--- src/sv/thwa_pkg.sv ---
// shared types and constants for the temperature / humidity block averager
// no dependencies; used by the channel, the divider and the top level
package thwa_pkg;

  // both channels are carried as 17-bit signed values inside the block
  localparam int unsigned CH_W = 17;

  typedef logic signed [CH_W-1:0] chval_t;

  // configuration register index
  typedef logic [1:0] cfg_idx_t;

  localparam cfg_idx_t CFG_TEMP_MIN = 2'd0;
  localparam cfg_idx_t CFG_TEMP_MAX = 2'd1;
  localparam cfg_idx_t CFG_HUMI_MIN = 2'd2;
  localparam cfg_idx_t CFG_HUMI_MAX = 2'd3;

  // valid range of one channel
  typedef struct packed {
    chval_t lo;
    chval_t hi;
  } bounds_t;

  // per-item result of one channel
  typedef struct packed {
    chval_t avg;
    logic   fault;
  } chan_res_t;

endpackage

--- src/sv/thwa_ifs.sv ---
// valid/ready channel interfaces for the tick input and the result output
// depends on nothing but the field widths of the block
interface thwa_in_if;
  logic               valid;
  logic               ready;
  logic signed [15:0] temp_reading;
  logic        [15:0] humi_reading;
  logic               link_online;

  modport source(output valid, temp_reading, humi_reading, link_online, input ready);
  modport sink(input valid, temp_reading, humi_reading, link_online, output ready);
endinterface

interface thwa_out_if;
  logic               valid;
  logic               ready;
  logic signed [15:0] avg_temp;
  logic               temp_fault;
  logic        [15:0] avg_humi;
  logic               humi_fault;

  modport source(output valid, avg_temp, temp_fault, avg_humi, humi_fault, input ready);
  modport sink(input valid, avg_temp, temp_fault, avg_humi, humi_fault, output ready);
endinterface

--- src/sv/thwa_div.sv ---
// divides a ring sum by the sample count, truncating toward zero
// uses a reciprocal multiply; depends on thwa_pkg
module thwa_div #(
  parameter int unsigned N  = 8,
  parameter int unsigned MW = 19
) (
  input  logic signed [MW:0] dividend,
  output thwa_pkg::chval_t   quotient
);

  localparam int unsigned L     = $clog2(N);
  localparam int unsigned K     = MW + L;
  localparam int unsigned MUL_W = 2 * MW + 1;
  localparam longint unsigned RECIP_L = ((64'd1 << K) + 64'(N) - 64'd1) / 64'(N);
  localparam logic [MW:0] RECIP = RECIP_L[MW:0];

  logic              neg;
  logic [MW:0]       neg_val;
  logic [MW-1:0]     mag;
  logic [MUL_W-1:0]  prod;
  thwa_pkg::chval_t  q_mag;

  // magnitude of the sum
  assign neg     = dividend[MW];
  assign neg_val = -dividend;
  assign mag     = neg ? neg_val[MW-1:0] : dividend[MW-1:0];

  // floor(mag / N) exactly for any mag below 2**MW
  assign prod  = MUL_W'(mag) * MUL_W'(RECIP);
  assign q_mag = prod[K +: thwa_pkg::CH_W];

  // restore the sign
  assign quotient = neg ? -q_mag : q_mag;

endmodule

--- src/sv/thwa_chan.sv ---
// one channel: sample ring memory with running sum, fill index and stored average
// depends on thwa_pkg and thwa_div
module thwa_chan #(
  parameter int unsigned SAMPLE_COUNT = 8
) (
  input  logic                clk,
  input  logic                rst_n,
  input  logic                fire,
  input  thwa_pkg::bounds_t   bounds,
  input  thwa_pkg::chval_t    reading,
  input  logic                online,
  input  logic                strict_gate,
  output thwa_pkg::chan_res_t res
);

  localparam int unsigned L  = $clog2(SAMPLE_COUNT);
  localparam int unsigned AW = (SAMPLE_COUNT > 1) ? L : 1;
  localparam int unsigned IW = $clog2(SAMPLE_COUNT + 1);
  localparam int unsigned SW = thwa_pkg::CH_W + L;
  localparam logic [IW-1:0] FULL = IW'(SAMPLE_COUNT);

  thwa_pkg::chval_t ring_r [SAMPLE_COUNT];
  thwa_pkg::chval_t rd_data_r;
  thwa_pkg::chval_t fwd_r;
  logic             hit_r;
  logic [SAMPLE_COUNT-1:0] vld_r;

  logic [IW-1:0]         idx_r, idx_nxt;
  logic signed [SW-1:0]  sum_r, sum_nxt;
  thwa_pkg::chval_t      avg_r, avg_nxt;

  logic             fault;
  logic             not_full;
  logic             in_rng;
  logic             take;
  logic             we;
  thwa_pkg::chval_t samp;
  thwa_pkg::chval_t avg_eff;
  thwa_pkg::chval_t old;
  thwa_pkg::chval_t quot;
  logic [AW-1:0]    cur_addr;
  logic [AW-1:0]    raddr;
  logic [IW-1:0]    ra_idx;

  // average of the full ring
  thwa_div #(
    .N  (SAMPLE_COUNT),
    .MW (SW - 1)
  ) u_div (
    .dividend (sum_r),
    .quotient (quot)
  );

  // fault check against the stored average
  assign fault   = (avg_r < bounds.lo) || (avg_r > bounds.hi) || !online;
  assign samp    = fault ? '0 : reading;
  assign avg_eff = fault ? '0 : avg_r;
  assign in_rng  = !strict_gate || ((samp < bounds.hi) && (samp > bounds.lo));

  // old entry at the fill index: forwarded, read, or zero if never written
  assign not_full = (idx_r != FULL);
  assign cur_addr = not_full ? idx_r[AW-1:0] : '0;
  assign old      = hit_r ? fwd_r : (vld_r[cur_addr] ? rd_data_r : '0);

  assign take = not_full && in_rng;
  assign we   = fire && take;

  // read-modify-write of the ring and sum, or the averaging step
  always_comb begin
    idx_nxt = idx_r;
    sum_nxt = sum_r;
    avg_nxt = avg_eff;
    if (take) begin
      sum_nxt = sum_r - SW'(old) + SW'(samp);
      idx_nxt = idx_r + 1'b1;
    end else if (!not_full) begin
      avg_nxt = quot;
      idx_nxt = '0;
    end
  end

  // next read goes to the entry the following item will use
  assign ra_idx = fire ? idx_nxt : idx_r;
  assign raddr  = (ra_idx == FULL) ? '0 : ra_idx[AW-1:0];

  // ring memory, one write and one registered read per cycle
  always_ff @(posedge clk) begin
    if (we) begin
      ring_r[cur_addr] <= samp;
    end
    rd_data_r <= ring_r[raddr];
    fwd_r     <= samp;
  end

  // channel state
  always_ff @(posedge clk) begin
    if (!rst_n) begin
      idx_r <= '0;
      sum_r <= '0;
      avg_r <= '0;
      vld_r <= '0;
      hit_r <= 1'b0;
    end else begin
      hit_r <= we && (cur_addr == raddr);
      if (we) begin
        vld_r[cur_addr] <= 1'b1;
      end
      if (fire) begin
        idx_r <= idx_nxt;
        sum_r <= sum_nxt;
        avg_r <= avg_nxt;
      end
    end
  end

  assign res.avg   = avg_nxt;
  assign res.fault = fault;

endmodule

--- src/sv/temp_humi_window_average_fault.sv ---
// Temperature / humidity block averager with range fault check. Each input item is one tick
// and yields exactly one result item. The block takes one item per clock cycle unless a result
// waits unaccepted: each channel does a read-modify-write of its sample ring memory, with the
// memory read registered ahead at the next fill index and the just-written entry forwarded when
// that read lands on it (a one-entry ring). The result is registered and offered the cycle after
// its item is taken; a new item is taken in the same cycle a waiting result is accepted, so
// items flow back to back when the receiver keeps up. Ring entries never written read as zero
// through per-entry valid bits, so no clearing pass follows reset. Configuration is written
// through cfg_we/cfg_idx/cfg_wdata; the user must write it only while idle, unchecked by the block.
//
// top level; depends on thwa_pkg, thwa_ifs, thwa_chan and thwa_div
module temp_humi_window_average_fault #(
  parameter int unsigned SAMPLE_COUNT = 8
) (
  input  logic                clk,
  input  logic                rst_n,
  input  logic                cfg_we,
  input  thwa_pkg::cfg_idx_t  cfg_idx,
  input  logic [15:0]         cfg_wdata,
  thwa_in_if.sink             in_ch,
  thwa_out_if.source          out_ch
);

  thwa_pkg::bounds_t   temp_bnd_r;
  thwa_pkg::bounds_t   humi_bnd_r;
  thwa_pkg::chan_res_t temp_res;
  thwa_pkg::chan_res_t humi_res;
  thwa_pkg::chval_t    temp_ext;
  thwa_pkg::chval_t    humi_ext;

  logic               fire;
  logic               out_vld_r;
  logic signed [15:0] avg_temp_r;
  logic        [15:0] avg_humi_r;
  logic               temp_fault_r;
  logic               humi_fault_r;

  // configuration registers
  always_ff @(posedge clk) begin
    if (!rst_n) begin
      temp_bnd_r.lo <= -thwa_pkg::chval_t'(32768);
      temp_bnd_r.hi <= thwa_pkg::chval_t'(32767);
      humi_bnd_r.lo <= '0;
      humi_bnd_r.hi <= thwa_pkg::chval_t'(65535);
    end else if (cfg_we) begin
      unique case (cfg_idx)
        thwa_pkg::CFG_TEMP_MIN: temp_bnd_r.lo <= thwa_pkg::CH_W'(signed'(cfg_wdata));
        thwa_pkg::CFG_TEMP_MAX: temp_bnd_r.hi <= thwa_pkg::CH_W'(signed'(cfg_wdata));
        thwa_pkg::CFG_HUMI_MIN: humi_bnd_r.lo <= {1'b0, cfg_wdata};
        thwa_pkg::CFG_HUMI_MAX: humi_bnd_r.hi <= {1'b0, cfg_wdata};
        default: ;
      endcase
    end
  end

  // input handshake
  assign in_ch.ready = !out_vld_r || out_ch.ready;
  assign fire        = in_ch.valid && in_ch.ready;

  assign temp_ext = thwa_pkg::CH_W'(in_ch.temp_reading);
  assign humi_ext = {1'b0, in_ch.humi_reading};

  // temperature channel, sampled only strictly inside its range
  thwa_chan #(
    .SAMPLE_COUNT (SAMPLE_COUNT)
  ) u_temp (
    .clk         (clk),
    .rst_n       (rst_n),
    .fire        (fire),
    .bounds      (temp_bnd_r),
    .reading     (temp_ext),
    .online      (in_ch.link_online),
    .strict_gate (1'b1),
    .res         (temp_res)
  );

  // humidity channel, sampled with no range gate
  thwa_chan #(
    .SAMPLE_COUNT (SAMPLE_COUNT)
  ) u_humi (
    .clk         (clk),
    .rst_n       (rst_n),
    .fire        (fire),
    .bounds      (humi_bnd_r),
    .reading     (humi_ext),
    .online      (in_ch.link_online),
    .strict_gate (1'b0),
    .res         (humi_res)
  );

  // result register
  always_ff @(posedge clk) begin
    if (!rst_n) begin
      out_vld_r <= 1'b0;
    end else if (fire) begin
      out_vld_r <= 1'b1;
    end else if (out_ch.ready) begin
      out_vld_r <= 1'b0;
    end
  end

  always_ff @(posedge clk) begin
    if (fire) begin
      avg_temp_r   <= temp_res.avg[15:0];
      temp_fault_r <= temp_res.fault;
      avg_humi_r   <= humi_res.avg[15:0];
      humi_fault_r <= humi_res.fault;
    end
  end

  assign out_ch.valid      = out_vld_r;
  assign out_ch.avg_temp   = avg_temp_r;
  assign out_ch.temp_fault = temp_fault_r;
  assign out_ch.avg_humi   = avg_humi_r;
  assign out_ch.humi_fault = humi_fault_r;

endmodule
--- src/flat_wrapper.sv ---
// flat-port wrapper written by rule: the top's interface ports become plain ports
module temp_humi_window_average_fault_flat 
#(
  parameter int unsigned SAMPLE_COUNT = 8
)
  (clk, rst_n, cfg_we, cfg_idx, cfg_wdata, in_ch_valid, in_ch_temp_reading, in_ch_humi_reading, in_ch_link_online, in_ch_ready, out_ch_valid, out_ch_avg_temp, out_ch_temp_fault, out_ch_avg_humi, out_ch_humi_fault, out_ch_ready);
  thwa_in_if in_ch_i ();
  thwa_out_if out_ch_i ();
  input  logic clk;
  input  logic rst_n;
  input  logic cfg_we;
  input  thwa_pkg::cfg_idx_t cfg_idx;
  input  logic [15:0] cfg_wdata;
  input wire logic [$bits(in_ch_i.valid)-1:0] in_ch_valid;
  input wire logic [$bits(in_ch_i.temp_reading)-1:0] in_ch_temp_reading;
  input wire logic [$bits(in_ch_i.humi_reading)-1:0] in_ch_humi_reading;
  input wire logic [$bits(in_ch_i.link_online)-1:0] in_ch_link_online;
  output wire logic [$bits(in_ch_i.ready)-1:0] in_ch_ready;
  output wire logic [$bits(out_ch_i.valid)-1:0] out_ch_valid;
  output wire logic [$bits(out_ch_i.avg_temp)-1:0] out_ch_avg_temp;
  output wire logic [$bits(out_ch_i.temp_fault)-1:0] out_ch_temp_fault;
  output wire logic [$bits(out_ch_i.avg_humi)-1:0] out_ch_avg_humi;
  output wire logic [$bits(out_ch_i.humi_fault)-1:0] out_ch_humi_fault;
  input wire logic [$bits(out_ch_i.ready)-1:0] out_ch_ready;
  assign in_ch_i.valid = in_ch_valid;
  assign in_ch_i.temp_reading = in_ch_temp_reading;
  assign in_ch_i.humi_reading = in_ch_humi_reading;
  assign in_ch_i.link_online = in_ch_link_online;
  assign in_ch_ready = in_ch_i.ready;
  assign out_ch_valid = out_ch_i.valid;
  assign out_ch_avg_temp = out_ch_i.avg_temp;
  assign out_ch_temp_fault = out_ch_i.temp_fault;
  assign out_ch_avg_humi = out_ch_i.avg_humi;
  assign out_ch_humi_fault = out_ch_i.humi_fault;
  assign out_ch_i.ready = out_ch_ready;
  temp_humi_window_average_fault #(.SAMPLE_COUNT(SAMPLE_COUNT)) u_core (.clk(clk), .rst_n(rst_n), .cfg_we(cfg_we), .cfg_idx(cfg_idx), .cfg_wdata(cfg_wdata), .in_ch(in_ch_i), .out_ch(out_ch_i));
endmodule
--- config.mk ---
export PLATFORM = sky130hd
export DESIGN_NAME = temp_humi_window_average_fault_flat
export DESIGN_NICKNAME = d
export VERILOG_FILES = /design/src/sv/thwa_pkg.sv /design/src/sv/thwa_ifs.sv /design/src/sv/thwa_div.sv /design/src/sv/thwa_chan.sv /design/src/sv/temp_humi_window_average_fault.sv /design/src/flat_wrapper.sv
export SDC_FILE = /design/constraint.sdc
export NUM_CORES = 1
export LEC_CHECK = 0
export ABC_AREA = 1
export BUFFER_PORTS_ARGS = -buffer_cell sky130_fd_sc_hd__buf_2
export CELL_PAD_IN_SITES_DETAIL_PLACEMENT = 0
export CELL_PAD_IN_SITES_GLOBAL_PLACEMENT = 1
export CORE_ASPECT_RATIO = 1.5
export CORE_MARGIN = 2
export CORE_UTILIZATION = 45
export CTS_CLUSTER_DIAMETER = 200
export DETAILED_ROUTE_END_ITERATION = 10
export GPL_TIMING_DRIVEN = 0
export PLACE_DENSITY_LB_ADDON = 0.12
export SLEW_MARGIN = 10
export SYNTH_ARGS = -nofsm -noshare
export SYNTH_HDL_FRONTEND = slang
export SYNTH_HIERARCHICAL = 1
export SYNTH_SLANG_ARGS = --single-unit
--- constraint.sdc ---
create_clock -name clk -period 12.2 [get_ports clk]
set_clock_uncertainty 0.2 [all_clocks]
set_input_delay 1.22 -clock clk [delete_from_list [all_inputs] [get_ports clk]]
set_output_delay 1.22 -clock clk [all_outputs]
set_load 0.01 [all_outputs]
==> flow_summary.toml, run 1 <==
[setup_path]
max_stage_delay_ns = 0.61
cp_slowest_cell = "inv_1"
path_class = "flop to flop"
setup.worst_path.start_class = "flop"
crit_top_cell = "nand2_1"
worstPathMaxFanout = 17
r2r-end = "u_core/u_temp/ring_r[2][0]$_DFFE_PP_"
critPathArrivalTime_ns = 6.74
regToRegSetupSlack_ns = 5.52
r2r_start = "u_core/temp_bnd_r[15]$_SDFFE_PN0P_"
worst-r2r-cell-count = 29
crit_required_ns = 12.26
worst_setup_path_end_kind = "flop"

[synth]
async_flop_share = 0
ys_seq_area_frac = 0.454
synthCells = 3727
synth_cell_type_count = 58
synth_seq_cells = 539
syn_area_sq_mm = 0.0305
synthFlopType = "edfxtp_1"
avgSynthCellArea_sq_um = 8.18
synth_edf_count = 306
yosys_warnings = 6

[place]
place_congestion = 0.889
post-place-ws_ns = 5.43
place_hpwl_mm = 68.4
io_buffers = 90

[timing]
hold_viol_final = 0
period_minus_slack_ns = 6.68
layout_setup_ws_ns = 5.52
drv_slew = 0
slew_headroom = 0.403
final-setup-viol-count = 0
setup_tns_ns = 0
post-route-period-util = 0.548
worst-slew-pin-transition_ns = 0.891
rsz0062_at_grt = "no"
fmax_mhz = 150

[global_route]
use_met2 = 0.510
grt_pass1_wl_mm = 137
grt_max_degree = 22
grt_overflow = 0
met3_usage = 0.0376
met1_usage = 0.273
antenna_found_initial = 10
first_global_vias = 23900
grt.busiest_layer = "met2"
grt_usage = 0.257

[routing]
final_antenna_net_count = 0
drt_first_pass_iters = 6
viasPerCell = 4.99
drtIter0Drc = 1258
detail_route.wirelength_mm = 88.7
vias = 24100
drc = 0
wl_per_cell_microns = 18.4

[status]
status = "finished clean"

[power]
ir_drop_mv = 0.133
p_leak_nw = 16.7
powerDensity_mw_per_mm2 = 175

[die]
placementRows = 116
die-area_sq_mm = 0.0699
die_w_microns = 217
dieHeight_microns = 323
start_util = 0.456
ioPinCount = 92
core_sq_mm = 0.0669

[clock_tree]
cts_root_buf = "clkbuf_16"
htreeDepth = 2
clk_latency_ns = 0.63
ctsLongestPathBuffers = 3
postCtsSetupBuffers = 0
cts.sinks = 539
numCtsBuffers = 53
cts_tree = "done"
path_clk_slew_ns = 0.06
cts_hold_buf = 0
cts_resized = 0

[finish]
final_cell_mix = "nand2_1 (944), inv_1 (627), nand3_1 (375), edfxtp_1 (306), dfxtp_1 (233)"
layout_commonest_cell = "nand2_1"
area_growth_pct = 12.0
fillers = 6687
layout.nets = 4167
drive_gt1_frac = 0.101
post-route-util = 0.510

[worst_hold_path]
hp-start = "u_core/humi_bnd_r[2]$_SDFFE_PN1P_"
whs_endpoint = "u_core/humi_bnd_r[2]$_SDFFE_PN1P_"
hold_path.class = "flop to flop"
whs_path_depth = 2

[job]
drv_cap = 0
## how the worst max path moves through the flow
stage	endpoint	slack, ns	from
after floorplan	u_core/u_temp/ring_r[6][0]$_DFFE_PP_	6.51	in_ch_link_online
after global placement	u_core/u_temp/ring_r[4][2]$_DFFE_PP_	3.72	in_ch_valid
after detailed placement	u_core/u_temp/ring_r[2][0]$_DFFE_PP_	5.43	in_ch_link_online
after CTS	u_core/u_temp/ring_r[2][0]$_DFFE_PP_	5.45	u_core/temp_bnd_r[4]$_SDFFE_PN1P_
after global routing	u_core/u_temp/ring_r[2][16]$_DFFE_PP_	4.97	u_core/temp_bnd_r[15]$_SDFFE_PN0P_
final	u_core/u_temp/ring_r[2][0]$_DFFE_PP_	5.52	u_core/temp_bnd_r[15]$_SDFFE_PN0P_
## stage by stage
step	instance area, sq um	power (mW)	hold slack (ns)	cells
2_1_floorplan	30500	3.76	0.226	3733
3_3_place_gp	32100	4.30	0.239	4708
3_5_place_dp	32400	4.31	0.241	4725
4_1_cts	34100	6.03	0.258	4823
5_1_grt	34100	6.39	0.273	4823
6_report	34100	5.99	0.254	4824
## layout make-up
type | instances | area, sq um | share of cell area
inverter | 650 | 2440 | 0.0716
timing repair buffer | 107 | 677 | 0.0198
tap | 885 | 1110 | 0.0324
clock inverter | 22 | 309 | 0.00905
clock buffer | 76 | 1470 | 0.0431
antenna | 1 | 2.50 | 0.0000733
buffer | 138 | 696 | 0.0204
sequential | 539 | 13900 | 0.406
multi-input combinational | 2406 | 13600 | 0.398
## cell families (layout without fill, tap and decap cells)
kind of cell	Yosys count	count (layout)	share of synthesized area
fa+ha+maj	216	216	0.0980
other cells	4	11	0.000492
buf+inv	788	993	0.103
mux	1	1	0.000328
simple gates	1716	1716	0.249
xor+xnor	61	61	0.0197
flops	539	539	0.454
compound gates	402	402	0.0751
## power by group
part | total [mW] | internal, mW | switching (mW)
clock | 1.71 | 0.988 | 0.718
combinational | 2.12 | 0.746 | 1.37
sequential | 2.16 | 2.06 | 0.100
## cells in the mapped netlist, types with 12 or more instances
master    instances  area share
nand3_2          23      0.0075
nor2_2           15      0.0031
nand3b_1         29      0.0071
o31ai_1          36      0.0089
nor2_1          221       0.027
o21ai_1          12      0.0020
edfxtp_1        306        0.30
o21a_1           17      0.0042
fa_1             38       0.025
o21ai_0         105       0.017
nand4_1          39      0.0080
buf_2            55      0.0090
dfxtp_1         233        0.15
xnor2_1          18      0.0052
nand2_1         944        0.12
inv_1           625       0.077
a21oi_1         188       0.031
buf_4            15      0.0037
xor2_1           37       0.011
clkbuf_1         53      0.0065
nand3_1         375       0.062
inv_2            16      0.0020
ha_1            178       0.073
nand2_2          24      0.0049
## metal layers
metal	wire length, microns	vias up
li1	-	12300
met1	33800	11200
met2	48400	398
met3	3340	133
met4	3120	14
met5	81	-
## registers in the layout, indices dropped and copies added (netlist names), 17 cells and up
signal,flops
u_core/u_humi/ring_r,136
u_core/u_temp/ring_r,136
u_core/humi_bnd_r,32
u_core/temp_bnd_r,32
u_core/u_humi/sum_r,20
u_core/u_temp/sum_r,20
u_core/u_humi/avg_r,17
u_core/u_humi/fwd_r,17
u_core/u_humi/rd_data_r,17
u_core/u_temp/avg_r,17
u_core/u_temp/fwd_r,17
u_core/u_temp/rd_data_r,17
## critical path: cells and delay by family (launching register included)
family / cells / cell delay, ns
compound gates: 5 / 0.69
buf+inv: 8 / 2.56
simple gates: 14 / 1.77
fa+ha+maj: 2 / 0.71
flops: 1 / 0.37
Note: power is estimated with default switching activity, not from simulation.
==> run 2, diff against run 1 <==
- ABC_AREA: 1 -> 0
- clock period: 12.2 -> 6.3 ns (I/O delays scaled with it)
==> run 2 against run 1 <==
Against the previous run: the flow now finishes with violations (capacitance limit, slew limit); cell count shrank 13%; critical path depth shrank 5; setup slack lost 5.4 ns; utilization grew 2.6 points; count of clock-buffer cells in the layout shrank 5; clock power grew 100%; hold slack lost 0.22 ns; sequential share of layout area shrank 1.7 points; sequential cell count is the same; synthesized cell count shrank 18%.
==> flow_summary.toml, run 2 <==
[die]
start_util = 0.453
die-area_sq_mm = 0.0691
core_sq_mm = 0.0665
die_w_microns = 215
placementRows = 116
dieHeight_microns = 321
ioPinCount = 92

[timing]
final-setup-viol-count = 0
worst-slew-pin-transition_ns = 1.53
layout_setup_ws_ns = 0.0840
period_minus_slack_ns = 6.22
hold_viol_final = 0
setup_tns_ns = 0
fmax_mhz = 161
drv_slew = 2
holdWs_ns = 0.0311
rsz0062_at_grt = "yes"
post-route-period-util = 0.987
slew_headroom = -0.0296

[routing]
vias = 24600
drc = 0
drt_first_pass_iters = 8
viasPerCell = 5.88
wl_per_cell_microns = 24.7
detail_route.wirelength_mm = 103
final_antenna_net_count = 0
drtIter0Drc = 1893

[place]
place_hpwl_mm = 77.6
io_buffers = 91
place_congestion = 0.937
post-place-ws_ns = -2.35

[clock_tree]
cts_root_buf = "clkbuf_16"
cts.sinks = 539
cts_tree = "done"
htreeDepth = 2
cts_hold_buf = 0
path_clk_slew_ns = 0.06
clk_latency_ns = 0.65
numCtsBuffers = 54
ctsLongestPathBuffers = 3

[setup_path]
path_class = "flop to flop"
worstPathCellList = "ha_1 > nand2_1 > o21a_1 > o2111ai_1 > a21oi_4 > o221ai_4 > a21oi_4 > buf_8 > nand2_2 > clkinvlp_4 > ha_1 > and4_1 > a221o_1 > a221o_1 > a2111oi_4 > o21ai_4 > a211oi_4 > buf_6 > or2_1 > buf_6 > buf_12 > clkbuf_16 > a2111oi_4 > nor4_2"
critPathArrivalTime_ns = 6.52
max_stage_delay_ns = 0.49
cp_slowest_cell = "dfxtp_1"
worst_setup_path_end_kind = "flop"
path_buf_inv = 6
cp_top_family = "compound AO/OA/AOI/OAI gates"
setup.worst_path.start_class = "flop"
worstPathMaxFanout = 7
crit_required_ns = 6.61

[global_route]
grt_usage = 0.293
first_global_vias = 24800
antenna_found_initial = 7
grt_pass1_wl_mm = 152
grt_max_degree = 24
grt_overflow = 0

[finish]
layout_commonest_cell = "nand2_1"
fillers = 5970
drive_gt1_frac = 0.154
area_growth_pct = 18.4
seqCellArea_sq_mm = 0.0139
multi_input_area_sq_mm = 0.0156
post-route-util = 0.537
final_cell_mix = "nand2_1 (323), edfxtp_1 (306), inv_1 (262), dfxtp_1 (221), ha_1 (172)"
top_regs = "u_core/u_humi/ring_r (136), u_core/u_temp/ring_r (136)"
layout.nets = 3520

[job]
drv_cap = 1

[worst_hold_path]
hold_path.class = "input port to flop"

[power]
p_leak_nw = 14.1
powerDensity_mw_per_mm2 = 338
ir_drop_mv = 0.328

[status]
violations = "capacitance limit, slew limit"
status = "finished with violations"

[synth]
yosys_warnings = 6
synthCells = 3042
syn_area_sq_mm = 0.0301
avgSynthCellArea_sq_um = 9.91
==> run 2: cell type report <==
class                      instances  area share
clock buffer                      71      0.0449
tap                              885      0.0310
inverter                         282      0.0313
sequential                       539       0.389
timing repair buffer             150      0.0297
antenna                            3    0.000210
multi-input combinational       2041       0.438
buffer                           180      0.0269
clock inverter                    31     0.00905
==> run 2: metal layers <==
metal / GRT usage / up-vias / part of all wire
met3: 0.0390 / 313 / 0.045
li1: - / 11500 / -
met5: 0 / - / 0.00049
met2: 0.553 / 871 / 0.53
met1: 0.295 / 11900 / 0.34
met4: 0.206 / 8 / 0.082
==> run 2: through the flow <==
stage / cell area [sq um] / total power [mW] / instances
floorplan: 30200 / 7.18 / 3045
global placement: 31700 / 8.29 / 4021
detailed placement: 32000 / 8.36 / 4033
CTS: 34800 / 11.9 / 4157
global route: 35700 / 12.7 / 4179
finish: 35700 / 12.1 / 4182
==> run 2: worst paths after layout <==
kind,cells after the start,slack [ns],to,start
worst min register to register,2,0.26,u_core/humi_bnd_r[32]$_SDFFE_PN0P_,u_core/humi_bnd_r[32]$_SDFFE_PN0P_
worst min-delay path,3,0.03,u_core/out_ch.valid$_SDFFE_PN0P_,in_ch_valid
worst max-delay path,24,0.08,u_core/u_temp/rd_data_r[10]$_DFF_P_,u_core/u_temp/avg_r[11]$_SDFFE_PN0P_
worst max register to register,24,0.08,u_core/u_temp/rd_data_r[10]$_DFF_P_,u_core/u_temp/avg_r[11]$_SDFFE_PN0P_
==> run 2: repair_timing <==
action,4_1_cts,5_1_grt
setup endpoints to repair,194,184
resized for setup,179,139
cloned,0,3
hold endpoints to repair,0,0
pin swaps,18,27
setup buffers,24,20
==> run 2: power breakdown <==
part / internal, mW / switching (mW) / total [mW]
clock network: 1.94 / 1.49 / 3.43
registers: 3.99 / 0.315 / 4.30
logic: 1.70 / 2.63 / 4.33
==> run 2: worst reg2reg max path, delay by kind of cell, from the launching register on <==
kind / cells / cell delay, ns
AOI/OAI and AO/OA: 11 / 2.77
adders and majority gates: 2 / 0.56
buffers and inverters: 6 / 0.97
DFF: 1 / 0.49
and+or+nand+nor: 5 / 1.08
